File: src/design/components_after_vertex_removal_top_defines.svh
// ----------------------------------------------------------------------------
// components_after_vertex_removal_top_defines.svh
// assertion macros shared by the component counter rtl
// ----------------------------------------------------------------------------
`ifndef COMPONENTS_AFTER_VERTEX_REMOVAL_TOP_DEFINES_SVH
`define COMPONENTS_AFTER_VERTEX_REMOVAL_TOP_DEFINES_SVH

// same-cycle implication, disabled during reset
`define CAVR_ASSERT_IMPL(lbl, clk, rstn, ante, cons) \
  lbl: assert property (@(posedge clk) disable iff (!(rstn)) (ante) |-> (cons)) \
    else $error("cavr assertion failed");

// next-cycle implication, disabled during reset
`define CAVR_ASSERT_NEXT(lbl, clk, rstn, ante, cons) \
  lbl: assert property (@(posedge clk) disable iff (!(rstn)) (ante) |=> (cons)) \
    else $error("cavr assertion failed");

`endif

File: src/design/cavr_ram.sv
// ----------------------------------------------------------------------------
// cavr_ram
// generic single-write, single-read ram with registered read data
// ----------------------------------------------------------------------------
module cavr_ram #(
  parameter int WIDTH = 64,
  parameter int DEPTH = 64
) (
  input  logic                     clk,
  input  logic                     we,
  input  logic [$clog2(DEPTH)-1:0] waddr,
  input  logic [WIDTH-1:0]         wdata,
  input  logic [$clog2(DEPTH)-1:0] raddr,
  output logic [WIDTH-1:0]         rdata
);

  logic [WIDTH-1:0] mem [DEPTH];

  always_ff @(posedge clk) begin
    if (we) begin
      mem[waddr] <= wdata;
    end
    rdata <= mem[raddr];
  end

endmodule

File: config.mk
export PLATFORM = sky130hd
export DESIGN_NAME = cavr_ram
export DESIGN_NICKNAME = d
export VERILOG_FILES = /design/src/design/components_after_vertex_removal_top_defines.svh /design/src/design/cavr_ram.sv
export SDC_FILE = /design/constraint.sdc
export NUM_CORES = 2
export LEC_CHECK = 0
export ABC_CLOCK_PERIOD_IN_PS = 8400
export BUFFER_PORTS_ARGS = -buffer_cell sky130_fd_sc_hd__buf_2
export CORE_ASPECT_RATIO = 0.7
export CORE_MARGIN = 4
export CORE_UTILIZATION = 60
export DETAILED_ROUTE_END_ITERATION = 8
export HOLD_SLACK_MARGIN = 0.12
export PLACE_DENSITY = 0.76
export SYNTH_ARGS = -nofsm -noshare
export SYNTH_HDL_FRONTEND = slang
export SYNTH_SLANG_ARGS = --single-unit
File: constraint.sdc
create_clock -name clk -period 8.4 [get_ports clk]
set_input_delay 0.42 -clock clk [delete_from_list [all_inputs] [get_ports clk]]
set_output_delay 0.42 -clock clk [all_outputs]
set_load 0.01 [all_outputs]
# Yosys cells after proc, flatten, opt, wreduce, memory -nomap -nowiden
# Memories as Yosys holds them, arrays and structs flattened. A register that Yosys moved wholly into a read port is not among the register bits.
# Cells that the tools add are included.
[word_totals]
reg_bits = 0
mem_bits_rw = 4096
wordCells = 3
mem_count = 1
[op_classes]
n_mux = 2
[mem_list]
columns = ["memory", "words", "width", "read_ports", "rd_ports_with_merged_regs", "wr", "line_no", "source"]
rows = [
  ["mem", 64, 64, 1, 1, 1, "cavr_ram.sv:17", "logic [WIDTH-1:0] mem [DEPTH];"],
]
[op_table]
columns = ["cell", "count"]
rows = [
  ["$mux 1", 2],
]

# Logic depth before layout (Yosys ltp)
[logic_depth]
word_depth = 2
depth_mapped = 9
ltp_nobuf = 5

# Worst setup path before layout
# Ideal clock, no wire load.
[synth_path]
path_kind = "input to register"
from = "input port waddr[3]"
to = "memory mem[48][0] (enable)"
setup_time_ns = 0.564
arrival_time_ns = 5.292
slack_ns = 2.544
path_stages = 4
n_path_buf = 1
cell_sequence = "clkbuf_1 -> nor2b_1 -> nand4b_1 -> nor3_1"
[synth_rtl]
columns = ["element", "line_no", "source"]
rows = [
  ["start, declared", "cavr_ram.sv:11", "input logic [$clog2(DEPTH)-1:0] waddr,"],
  ["end, declared", "cavr_ram.sv:17", ""],
]
# Straight into the memory's write port.

==> impl_metrics.sql <==
INSERT INTO impl_metrics (metric_group, metric, value, unit) VALUES
('pwr', 'worst_ir_drop_vdd', '0.0002302', 'V'),
('synth', 'synth_area', '156300', 'sq um'),
('worst_setup_path', 'timing.critical_path.from_type', 'input pin', ''),
('timing', 'slew_headroom', '-0.009668', ''),
('flow_run', 'cap_viol_max_count', '1', ''),
('global_routing', 'grt_max_degree', '124', ''),
('synth', 'synthAdderAreaFrac', '0', ''),
('synth', 'synth.yosys.warnings', '0', ''),
('worst_setup_path', 'r2r_slack', '6070', 'ps'),
('place', 'port_buffers', '141', ''),
('detailed_routing', 'route.detailed.vias_per_inst', '7.296', ''),
('synth', 'synth_top_family_by_area', 'multiplexers', ''),
('global_routing', 'grt_antenna_before_repair', '39', ''),
('synth', 'synth.distinct_cells', '33', ''),
('synth', 'synth_largest_type_area_fraction', '0.7867', ''),
('finish', 'final_layout_size_suffix_gt1_frac', '0.2733', ''),
('finish', 'num-fill-cells', '15313', ''),
('clock_network', 'cts_made_buffers', '368', ''),
('timing', 'max_slew.worst_pin.slew', '1515', 'ps'),
('timing', 'slew_viol_final', '18', ''),
('die', 'chipWidth', '618.1', 'microns'),
('global_routing', 'grt_pass1_vias', '76924', ''),
('timing', 'hold_viol', '0', ''),
('worst_setup_path', 'critPathMaxFanout', '25', ''),
('global_routing', 'grt_usage', '0.3205', ''),
('synth', 'synth.ff_latch_count', '4160', ''),
('die', 'initial_core_util', '0.6041', ''),
('worst_setup_path', 'reg2regPathDepth', '5', ''),
('timing', 'fmax', '284.1', 'MHz'),
('synth', 'async_set_or_reset_flop_fraction_in_the_synthesized_netlist', '0', ''),
('outcome', 'outcome', 'complete, but fails checks', ''),
('worst_setup_path', 'cp_data_arrival_time', '4180', 'ps'),
('synth', 'synth_edf_count', '4096', ''),
('finish', 'design.final.nets', '6996', ''),
('hold_path', 'hold_path_startpoint', 'wdata[26]', ''),
('clock_network', 'worstSkewPairLatency', '920', 'ps'),
('worst_setup_path', 'worstSetupPathType', 'input pin to flip-flop', ''),
('clock_network', 'clk_pin_slew', '70', 'ps'),
('worst_setup_path', 'critical_path.endpoint_type', 'flip-flop', ''),
('detailed_routing', 'drc_errors', '0', ''),
('synth', 'synth_nets', '6676', ''),
('detailed_routing', 'dr_total_vias', '78208', ''),
('timing', 'clock-skew-final', '55.93', 'ps'),
('synth', 'yosys.area_share.xor_xnor', '0', ''),
('synth', 'yosys.area_share.simple', '0.01240', ''),
('synth', 'synth_area_leaders', 'edfxtp_1 (79%), mux4_2 (15%), mux2i_1 (0.86%)', ''),
('die', 'die-area', '268900', 'sq um'),
('timing', 'fin_hold_ws', '189.3', 'ps'),
('die', 'chipHeight', '435.1', 'microns'),
('detailed_routing', 'totalWireLength', '429100', 'microns'),
('global_routing', 'global_route_wire_length_before_repair', '604300', 'microns'),
('detailed_routing', 'detail_route.first_pass.iterations', '6', ''),
('clock_network', 'ctsResizeCount', '0', ''),
('pwr', 'power_density', '242.3', 'nW/um^2'),
('outcome', 'violations_in_the_final_reports', 'max-capacitance violations, max-slew violations', ''),
('global_routing', 'grt.overflow.total', '0', ''),
('synth', 'synth.yosys.seq_area_share', '0.7949', ''),
('hold_path', 'hold_depth', '2', ''),
('timing', 'grt_setup_unrepaired', 'false', ''),
('worst_setup_path', 'worstPathRequired', '9060', 'ps'),
('worst_setup_path', 'r2r_end', 'rdata[49]', ''),
('detailed_routing', 'wl_per_cell', '40.03', 'microns'),
('die', 'num_io_pins', '142', ''),
('synth', 'predominant_post_synthesis_flop_cell', 'edfxtp_1', ''),
('clock_network', 'cts.root.buffer_cell', 'clkbuf_16', ''),
('hold_path', 'min_to', 'mem[36][26]', ''),
('pwr', 'leakagePower', '54.00', 'nW'),
('synth', 'syn_inst', '6598', ''),
('worst_setup_path', 'timing.rr.start', 'mem[54][49]', ''),
('synth', 'mean_instance_size_in_the_synthesized_netlist', '23.70', 'sq um'),
('timing', 'layout_worst_path_cycle_share', '0.4190', '');
==> synth_stat cells, types with 20 or more instances <==
master and instances:
buf_1 20, a22o_1 88, a211oi_1 63, or3_1 29
buf_4 34, clkbuf_1 140, o221ai_1 38, buf_2 170
a41oi_1 26, nor2b_1 28, dfxtp_1 64, mux2i_1 135
and3_1 64, nand3_1 45, mux4_2 1024, or2_2 28
o22ai_1 83, nor2_1 112, a22oi_1 168, edfxtp_1 4096
nand2_1 58
==> per-layer routing <==
metal | GRT usage | vias up | wire (microns)
met5 | 0 | - | 138
met4 | 0.1059 | 20 | 16230
met3 | 0.09852 | 962 | 68250
met2 | 0.4539 | 7127 | 190800
met1 | 0.4853 | 40994 | 153700
li1 | - | 29105 | -
==> power by group <==
group / switching, mW / internal [mW]
Combinational: 1.30 / 0.705
Clock: 7.44 / 9.55
Sequential: 0.133 / 23.0
Total: 8.87 / 33.2
==> cell families after synthesis <==
family,after synthesis
buffers and inverters,389
flip-flops,4160
AND/OR/NAND/NOR,386
AO/OA/AOI/OAI,504
multiplexers,1159
==> sequential cells by signal (all words and copies together), names as in the netlist <==
name,cells
mem,4096
rdata,64
==> worst max-delay path, stage by stage <==
cell           delay (ps)
dlygate4sd3_1         520
buf_2                 350
buf_4                 580
nor2b_4              1040
buf_4                 760
a211oi_1              420
==> area by class of cell <==
type | count | area, sq um | area share
flip-flops and latches | 4160 | 124300 | 0.7150
multi-input cells | 2049 | 30770 | 0.1770
clock buffers | 470 | 9891 | 0.05690
well taps | 3476 | 4349 | 0.02502
repair buffers | 320 | 2350 | 0.01352
clock inverters | 194 | 2028 | 0.01167
diodes | 32 | 80.08 | 0.0004607
inverters | 19 | 71.32 | 0.0004103
==> how the worst max path moves through the flow <==
| stage | cells after the start | startpoint | endpoint | slack (ps) |
|---|---|---|---|---|
| 2_1_floorplan | 4 | waddr[3] | mem[48][0] | 2540 |
| 3_3_place_gp | 7 | raddr[1] | rdata[49] | 4260 |
| 3_5_place_dp | 7 | raddr[1] | rdata[49] | 4280 |
| 4_1_cts | 6 | raddr[4] | rdata[15] | 5200 |
| 5_1_grt | 8 | raddr[0] | rdata[38] | 4960 |
| 6_report | 6 | raddr[4] | rdata[15] | 4880 |
==> stage by stage <==
stage | instances | worst slack (ps) | cell area [sq um] | util | total power [mW]
3_3_place_gp | 10022 | 4265 | 161800 | 0.6251 | 25.47
2_1_floorplan | 6598 | 2544 | 156300 | - | 24.56
6_report | 10720 | 4880 | 173800 | 0.6716 | 42.11
4_1_cts | 10687 | 5202 | 173700 | 0.6712 | 42.19
3_5_place_dp | 10022 | 4276 | 161800 | 0.6251 | 25.53
5_1_grt | 10690 | 4958 | 173700 | 0.6713 | 43.23
==> placed cells by master, fill, tap and decap left out, types with 63 or more instances in the layout <==
cell / n
clkbuf_1: 80
buf_2: 138
clkbuf_16: 375
and3_1: 64
a22o_1: 88
a211oi_1: 63
buf_4: 157
a22oi_1: 168
dfxtp_1: 64
edfxtp_1: 4096
mux4_2: 1024
nor2_4: 64
o22ai_1: 83
mux2i_1: 135
clkinv_1: 63
==> timing repair <==
| item | CTS | global route |
|---|---|---|
| hold buffers | 1 | 0 |
| buffers inserted | 0 | 0 |
| endpoints found under the hold margin | 1 | 0 |
(Power assumes the default switching activity.)
