[src/design/components_after_vertex_removal_top_defines.svh]
// ----------------------------------------------------------------------------
// components_after_vertex_removal_top_defines.svh
// assertion macros shared by the component counter rtl
// ----------------------------------------------------------------------------
`ifndef COMPONENTS_AFTER_VERTEX_REMOVAL_TOP_DEFINES_SVH
`define COMPONENTS_AFTER_VERTEX_REMOVAL_TOP_DEFINES_SVH

// same-cycle implication, disabled during reset
`define CAVR_ASSERT_IMPL(lbl, clk, rstn, ante, cons) \
  lbl: assert property (@(posedge clk) disable iff (!(rstn)) (ante) |-> (cons)) \
    else $error("cavr assertion failed");

// next-cycle implication, disabled during reset
`define CAVR_ASSERT_NEXT(lbl, clk, rstn, ante, cons) \
  lbl: assert property (@(posedge clk) disable iff (!(rstn)) (ante) |=> (cons)) \
    else $error("cavr assertion failed");

`endif

[src/design/cavr_pkg.sv]
// ----------------------------------------------------------------------------
// cavr_pkg
// shared types and constants of the component counter
// ----------------------------------------------------------------------------
package cavr_pkg;

  localparam int MAX_VERTICES = 64;
  localparam int IDX_W        = $clog2(MAX_VERTICES);
  localparam int CNT_W        = $clog2(MAX_VERTICES + 1);
  localparam int FIELD_W      = 7;
  localparam int RESULT_MAX   = 63;

  localparam logic KIND_EDGE  = 1'b0;
  localparam logic KIND_QUERY = 1'b1;

  typedef logic [MAX_VERTICES-1:0] row_t;
  typedef logic [IDX_W-1:0]        idx_t;

  // result of the lowest-set-bit unit
  typedef struct packed {
    logic found;
    idx_t idx;
    row_t onehot;
  } lowbit_t;

endpackage

[src/design/cavr_lowbit.sv]
// ----------------------------------------------------------------------------
// cavr_lowbit
// lowest set bit of a vertex set: one-hot isolate and index encode
// ----------------------------------------------------------------------------
module cavr_lowbit (
  input  cavr_pkg::row_t    word,
  output cavr_pkg::lowbit_t res
);

  cavr_pkg::row_t iso;
  cavr_pkg::idx_t idx;

  // two's complement trick keeps only the lowest one
  assign iso = word & (~word + cavr_pkg::row_t'(1));

  always_comb begin
    idx = '0;
    for (int i = 0; i < cavr_pkg::MAX_VERTICES; i++) begin
      if (iso[i]) begin
        idx = idx | cavr_pkg::idx_t'(i);
      end
    end
  end

  assign res.found  = |word;
  assign res.idx    = idx;
  assign res.onehot = iso;

endmodule

[config.mk]
export PLATFORM = sky130hd
export DESIGN_NAME = cavr_lowbit
export DESIGN_NICKNAME = d
export VERILOG_FILES = /design/src/design/components_after_vertex_removal_top_defines.svh /design/src/design/cavr_pkg.sv /design/src/design/cavr_lowbit.sv
export SDC_FILE = /design/constraint.sdc
export NUM_CORES = 1
export LEC_CHECK = 0
export ABC_AREA = 1
export BUFFER_PORTS_ARGS = -buffer_cell sky130_fd_sc_hd__buf_4
export CAP_MARGIN = 20
export CORE_ASPECT_RATIO = 0.75
export CORE_MARGIN = 5
export CORE_UTILIZATION = 35
export DETAILED_ROUTE_END_ITERATION = 7
export PLACE_DENSITY = 0.66
export SETUP_SLACK_MARGIN = 0.02
export SLEW_MARGIN = 15
export SYNTH_ARGS = -nofsm -noshare
export SYNTH_HDL_FRONTEND = slang
export SYNTH_SLANG_ARGS = --single-unit
[constraint.sdc]
create_clock -name vclk -period 2
set_clock_uncertainty 0.15 [all_clocks]
set_input_delay 0.3 -clock vclk [all_inputs]
set_output_delay 0.3 -clock vclk [all_outputs]
set_load 0.01 [all_outputs]
After elaboration in Yosys (flattened, before gate mapping)
Cells that the tools add are included.
{ "op_classes": {"n_shift": 0, "n_div": 0, "multipliers": 0, "bitwise_logic": 2, "n_reduce_logical": 1, "mux": 63, "magnitude_cmp": 0, "n_addsub": 1, "n_eq_ne": 0} }
{ "op_table": {"columns": ["operator", "n"], "rows": [
  ["two-way mux 6 bit", 32],
  ["two-way mux 5 bit", 16],
  ["adder 64 x 1 -> 64 bit (second input constant)", 1],
  ["bitwise AND 64 bit", 1],
  ["NOT 64 bit", 1],
  ["OR reduction 64 bit", 1],
  ["two-way mux 4 bit", 8],
  ["two-way mux 3 bit", 4],
  ["two-way mux 2 bit", 2],
  ["two-way mux 1 bit", 1]
]} }
{ "word_totals": {"output_inout_bits": 71, "mem_count": 0, "mem_bits_rw": 0, "latch_bits": 0, "mem_bits_ro": 0, "regBits": 0, "word_cells": 67, "inputBits": 64} }

Longest topological paths before layout
Gate-level depths: netlist of the first run.
{ "depth": {"depth_word": 66, "ltp_mapped": 13, "ltp_nobuf": 13} }

Worst setup path after synthesis of the first run
Ideal clock, no wire load.
{ "synth_timing": {"path_type": "input to output", "from": "in word[1]", "to": "out res[68] (netlist bit)", "arrival_ns": 1.424, "required_time_ns": 1.550, "slack_ns": 0.126, "stages": 11, "path_buffers": 0, "path_cell_list": "nor2_2 > nand2_2 > nor2_1 > nand2_1 > nor2_1 > nor2_1 > nand3_1 > nor2_1 > nand2_1 > nor2_1 > nand3_1"} }
{ "synth_lines": {"columns": ["item", "line", "source"], "rows": [
  ["from (decl)", "cavr_lowbit.sv:6", "input cavr_pkg::row_t word,"],
  ["to (decl)", "cavr_lowbit.sv:7", "output cavr_pkg::lowbit_t res"]
]} }

==> results of run 1 <==
## per-stage QoR
| stage | cell area [um2] | utilization [%] | setup WS (ns) | hold slack (ns) |
|---|---|---|---|---|
| global placement | 4887 | 66.67 | -0.4994 | 0.7474 |
| floorplan | 2636 | - | 0.1262 | 0.5048 |
| CTS | 5729 | 78.15 | -0.2099 | 0.7423 |
| global route | 6477 | 88.36 | -0.5198 | 0.7630 |
| finish | 6477 | 88.36 | -0.4968 | 0.7502 |
| detailed placement | 4887 | 66.67 | -0.4298 | 0.7513 |
## worst max path at each step
stage                    to  slack (ns)  cells after the start
global route        res[66]       -0.52                     14
CTS                 res[65]       -0.21                     13
finish              res[65]       -0.50                     12
floorplan           res[68]        0.13                     11
detailed placement  res[69]       -0.43                     13
global placement    res[65]       -0.50                     13
## cells by family after synthesis
| family | count (synthesis) | share of synthesized area (%) |
|---|---|---|
| and+or+nand+nor | 479 | 80.26 |
| buffers and inverters | 135 | 19.36 |
| AOI/OAI and AO/OA | 2 | 0.3793 |
## per-layer routing
layer  share of wire, %  up-vias  track usage, %  routed length, um
met4                6.5        0           5.817               1319
met1                 36     2671           49.69               7255
met5                  0        -               0                  0
met3                 15      200           7.300               3164
met2                 43      616           49.01               8683
li1                   -     2500               -                  -
## worst max-delay path, cell delays in order
cell	delay (ns)
buf_4	0.13
inv_2	0.11
buf_4	0.13
nand2_1	0.06
nor2_2	0.17
nand2_1	0.13
nor3b_2	0.25
nand4_1	0.32
nand3_2	0.22
nor2_2	0.05
nand3_2	0.07
buf_6	0.11
## placed cells by master (no fill, tap or decap), types with 15 or more instances in the layout
| master | synthesis | routed |
|---|---|---|
| inv_1 | 131 | 98 |
| nand3_2 | 3 | 25 |
| nand2_2 | 4 | 52 |
| nor2_1 | 174 | 91 |
| nor2_2 | 10 | 47 |
| nand3_1 | 65 | 26 |
| nor3_1 | 19 | 16 |
| buf_4 | 1 | 228 |
| buf_6 | 0 | 81 |
| nand2_4 | 0 | 15 |
| nand3_4 | 0 | 17 |
| inv_2 | 3 | 32 |
| nand4_1 | 19 | 19 |
| nor2_4 | 7 | 53 |
| nand2_1 | 164 | 99 |
## cell usage after synthesis, drive strengths merged
master	n	share of area (%)
nand3b	3	0.85
buf	1	0.28
nor4	1	0.24
o21ai	1	0.19
nor3	19	3.6
nor2	192	31
nand3	68	13
nor3b	5	1.4
a21oi	1	0.19
nand4	19	4.5
inv	134	19
nand2	168	24
and2	4	0.95
## power by group
| part | switching [mW] | leakage (nW) | internal [mW] |
|---|---|---|---|
| sequential | 0 | 0 | 0 |
| combinational | 0.330 | 3.67 | 0.252 |
| clock | 0 | 0 | 0 |
## area by class of cell
type                            count  area [um2]  area share [%]
Tap cell                          101       126.4           1.951
Inverter                          134       513.0           7.920
Timing Repair Buffer              311        2654           40.97
Multi-Input combinational cell    481        3184           49.16
## repair_timing
item	in CTS	in global routing
endpoints found under the setup margin	55	56
gates resized for setup	219	185
pin swaps	69	63
buffers inserted	17	30
==> results.yml, run 1 <==
run_status:
  status: "finished with violations"
  violations: "DRC, setup timing"
placed_design:
  gp_congestion: 1.073
  dpl.hpwl_um: 13300
  place_inst: 1000
  io_buffers: 135
floorplan:
  ioPinCount: 135
  start_util_pct: 35.96
  die_w_um: 110.2
  coreArea_um2: 7331
  die_h_um: 85.16
  rows: 27
  dieArea_um2: 9386
synth:
  ys_types: 19
  synth_nets: 680
  syn_inst: 616
  yosysWarnings: 0
  synth_area_um2: 2636
  ys_seq_area_share_pct: 0
  avgSynthCellArea_um2: 4.280
run:
  cap_violations: 0
timing:
  relSlewSlack_pct: 72.51
  hold_viol_final: 0
  postLayoutSetupSlackWorst_ns: -0.4968
  max_freq_ghz: 0.4005
  setup_tns_ns: -8.243
  rsz0062_at_grt: "true"
  worst_slew_pin_slew_ns: 0.4086
  slew_violations: 0
  setup_viol: 43
  fin_crit_sh_pct: 124.8
  fin_crit_ns: 2.497
cells_and_area:
  drive_gt1_share_pct: 61.23
  stdcell_count: 1027
  design.seq.count: 0
  antenna_cells: 0
  fin_nets: 992
  area_growth_pct: 145.7
  regArea_um2: 0
  num-fill-cells: 367
  nClkBuffers: 0
setup_path:
  cp-start-kind: "input pin"
  path_max_fanout: 3
  cp.required_ns: 1.55
  worst_ep_arrival_time_ns: 2.05
  path_class: "in -> out"
  crit_start: "word[47]"
  endpoint_kind: "output port"
worst_hold_path:
  hp-class: "in -> out"
  whs_endpoint: "res[0]"
  min_from: "word[0]"
  hold_depth: 3
detailed_routing:
  postRouteAntennaNets: 0
  drc: 1
  wire_per_inst_um: 19.89
  dr.first_iter.drc_count: 925
  firstDrtPassIters: 8
  via_per_inst: 5.830
  wl_um: 20420
  routed-via-count: 5987
grt:
  grt_pass1_vias: 5033
  overflow: 0
  grt_pass1_wl_um: 24900
  grt_use_total_pct: 33.33
  grt_max_degree: 8
  grt_antenna_before_repair: 0
pwr:
  ir_drop_mv: 0.06944
  p_per_area_nw_per_um2: 89.85
  p_total_mw: 0.5820
  power_leakage_nw: 3.674
clocking:
  cts_hold_buf: 0
(Power assumes the default switching activity.)
==> inputs of run 2 (changes only) <==
REMOVE_ABC_BUFFERS = 1   (was unset)
==> results.yml, run 2 (synthesis results as in run 1) <==
run_status:
  status: "finished with violations"
  violations: "setup timing"
setup_path:
  cp.required_ns: 1.55
  worst_ep_arrival_time_ns: 1.93
  cp-start-kind: "input pin"
  endpoint_kind: "output port"
  path_class: "in -> out"
  path_max_fanout: 7
floorplan:
  ioPinCount: 135
  dieArea_um2: 9386
  start_util_pct: 35.96
  rows: 27
  die_w_um: 110.2
  die_h_um: 85.16
  coreArea_um2: 7331
pwr:
  internal-power_mw: 0.2562
  power_leakage_nw: 3.600
  netSwitchingPower_mw: 0.3117
  combPwrFrac_pct: 100.0
  ir_drop_mv: 0.08690
  power_frac_seq_pct: 0
  p_per_area_nw_per_um2: 90.91
  switching_share_pct: 54.88
  clkPwrFrac_pct: 0
timing:
  slew_violations: 0
  postLayoutSetupSlackWorst_ns: -0.3752
  setup_tns_ns: -5.959
  hold_ws_ns: 0.7460
  max_freq_ghz: 0.4210
  rsz0062_at_grt: "true"
  hold_viol_final: 0
  setup_viol: 43
  worst_slew_pin_slew_ns: 0.4474
  fin_crit_ns: 2.375
  relSlewSlack_pct: 69.90
  fin_crit_sh_pct: 118.8
grt:
  grt_pass1_vias: 5131
  grt_use_total_pct: 35.38
  grt_pass1_wl_um: 26020
  grt_antenna_before_repair: 1
  overflow: 0
  grt_max_degree: 8
placed_design:
  dpl_worst_slack_ns: -0.3558
  gp_congestion: 1.022
  io_buffers: 135
  place_inst: 999
  dpl.hpwl_um: 13390
cells_and_area:
  nClkBuffers: 0
  stdcell_count: 1020
  area_growth_pct: 137.0
  regArea_um2: 0
  final_common_cell: "buf_4"
  fin_nets: 985
  final_cell_mix: "257 x buf_4, 109 x inv_1, 105 x nand2_1, 87 x nor2_1, 55 x nor2_2"
  design.seq.count: 0
  antenna_cells: 0
  drive_gt1_share_pct: 59.30
detailed_routing:
  via_per_inst: 5.470
  routed-via-count: 5579
  wire_per_inst_um: 18.41
  firstDrtPassIters: 5
  postRouteAntennaNets: 0
  dr.first_iter.drc_count: 782
  wl_um: 18780
  drc: 0
run:
  cap_violations: 0
worst_hold_path:
  hp-class: "in -> out"
## run 2: cell types whose count changed in the layout (fill, tap and decap cells not counted), sizes merged
cell	previous run	this run
buf	311	304
## run 2: power by group through the flow
stage               sequential (mW)  combinational (mW)  clock (mW)
floorplan                         0               0.120           0
global placement                  0               0.409           0
detailed placement                0               0.412           0
CTS                               0               0.500           0
global route                      0               0.593           0
finish                            0               0.568           0
## run 2: timing repair
action	in CTS	in global routing
pin swaps	54	46
setup buffers	13	13
endpoints found under the setup margin	51	54
gates resized for setup	218	128
endpoints found under the hold margin	0	0
hold buffers	0	0
## run 2: final cells by class
class                      count  area [um2]
multi-input combinational    481        3122
timing repair buffer         304        2484
fill                         436        1084
inverter                     134       515.5
tap                          101       126.4
## run 2: layer usage
layer	wire, um	share of wire, %	up-vias	GRT usage, %
met5	14	0.075	-	0
met4	743	4.0	2	6.711
met3	2503	13	88	12.32
met2	8195	44	446	54.85
met1	7319	39	2569	47.53
li1	-	-	2474	-
## run 2: worst max-delay path: stages
cell and delay, ns:
buf_8 0.11, nor2_4 0.16, buf_6 0.12, nand2_2 0.05
nor2_1 0.13, nand2_1 0.11, nor2_4 0.14, buf_12 0.15
buf_6 0.09, nand4_1 0.17, nand3_1 0.13, nor2_1 0.05
nand3_1 0.09, buf_4 0.13
## run 2: final timing paths
check / startpoint / slack, ns / cells after the start / end
min: word[0] / 0.75 / 3 / res[0]
max: word[22] / -0.38 / 14 / res[65]
## run 2: through the flow
stage / utilization, % / total power, mW / instance area (um2)
after floorplan: - / 0.1198 / 2629
after global placement: 66.56 / 0.4090 / 4880
after detailed placement: 66.56 / 0.4115 / 4880
after CTS: 78.38 / 0.4999 / 5746
after global routing: 85.22 / 0.5933 / 6247
final: 85.22 / 0.5679 / 6247
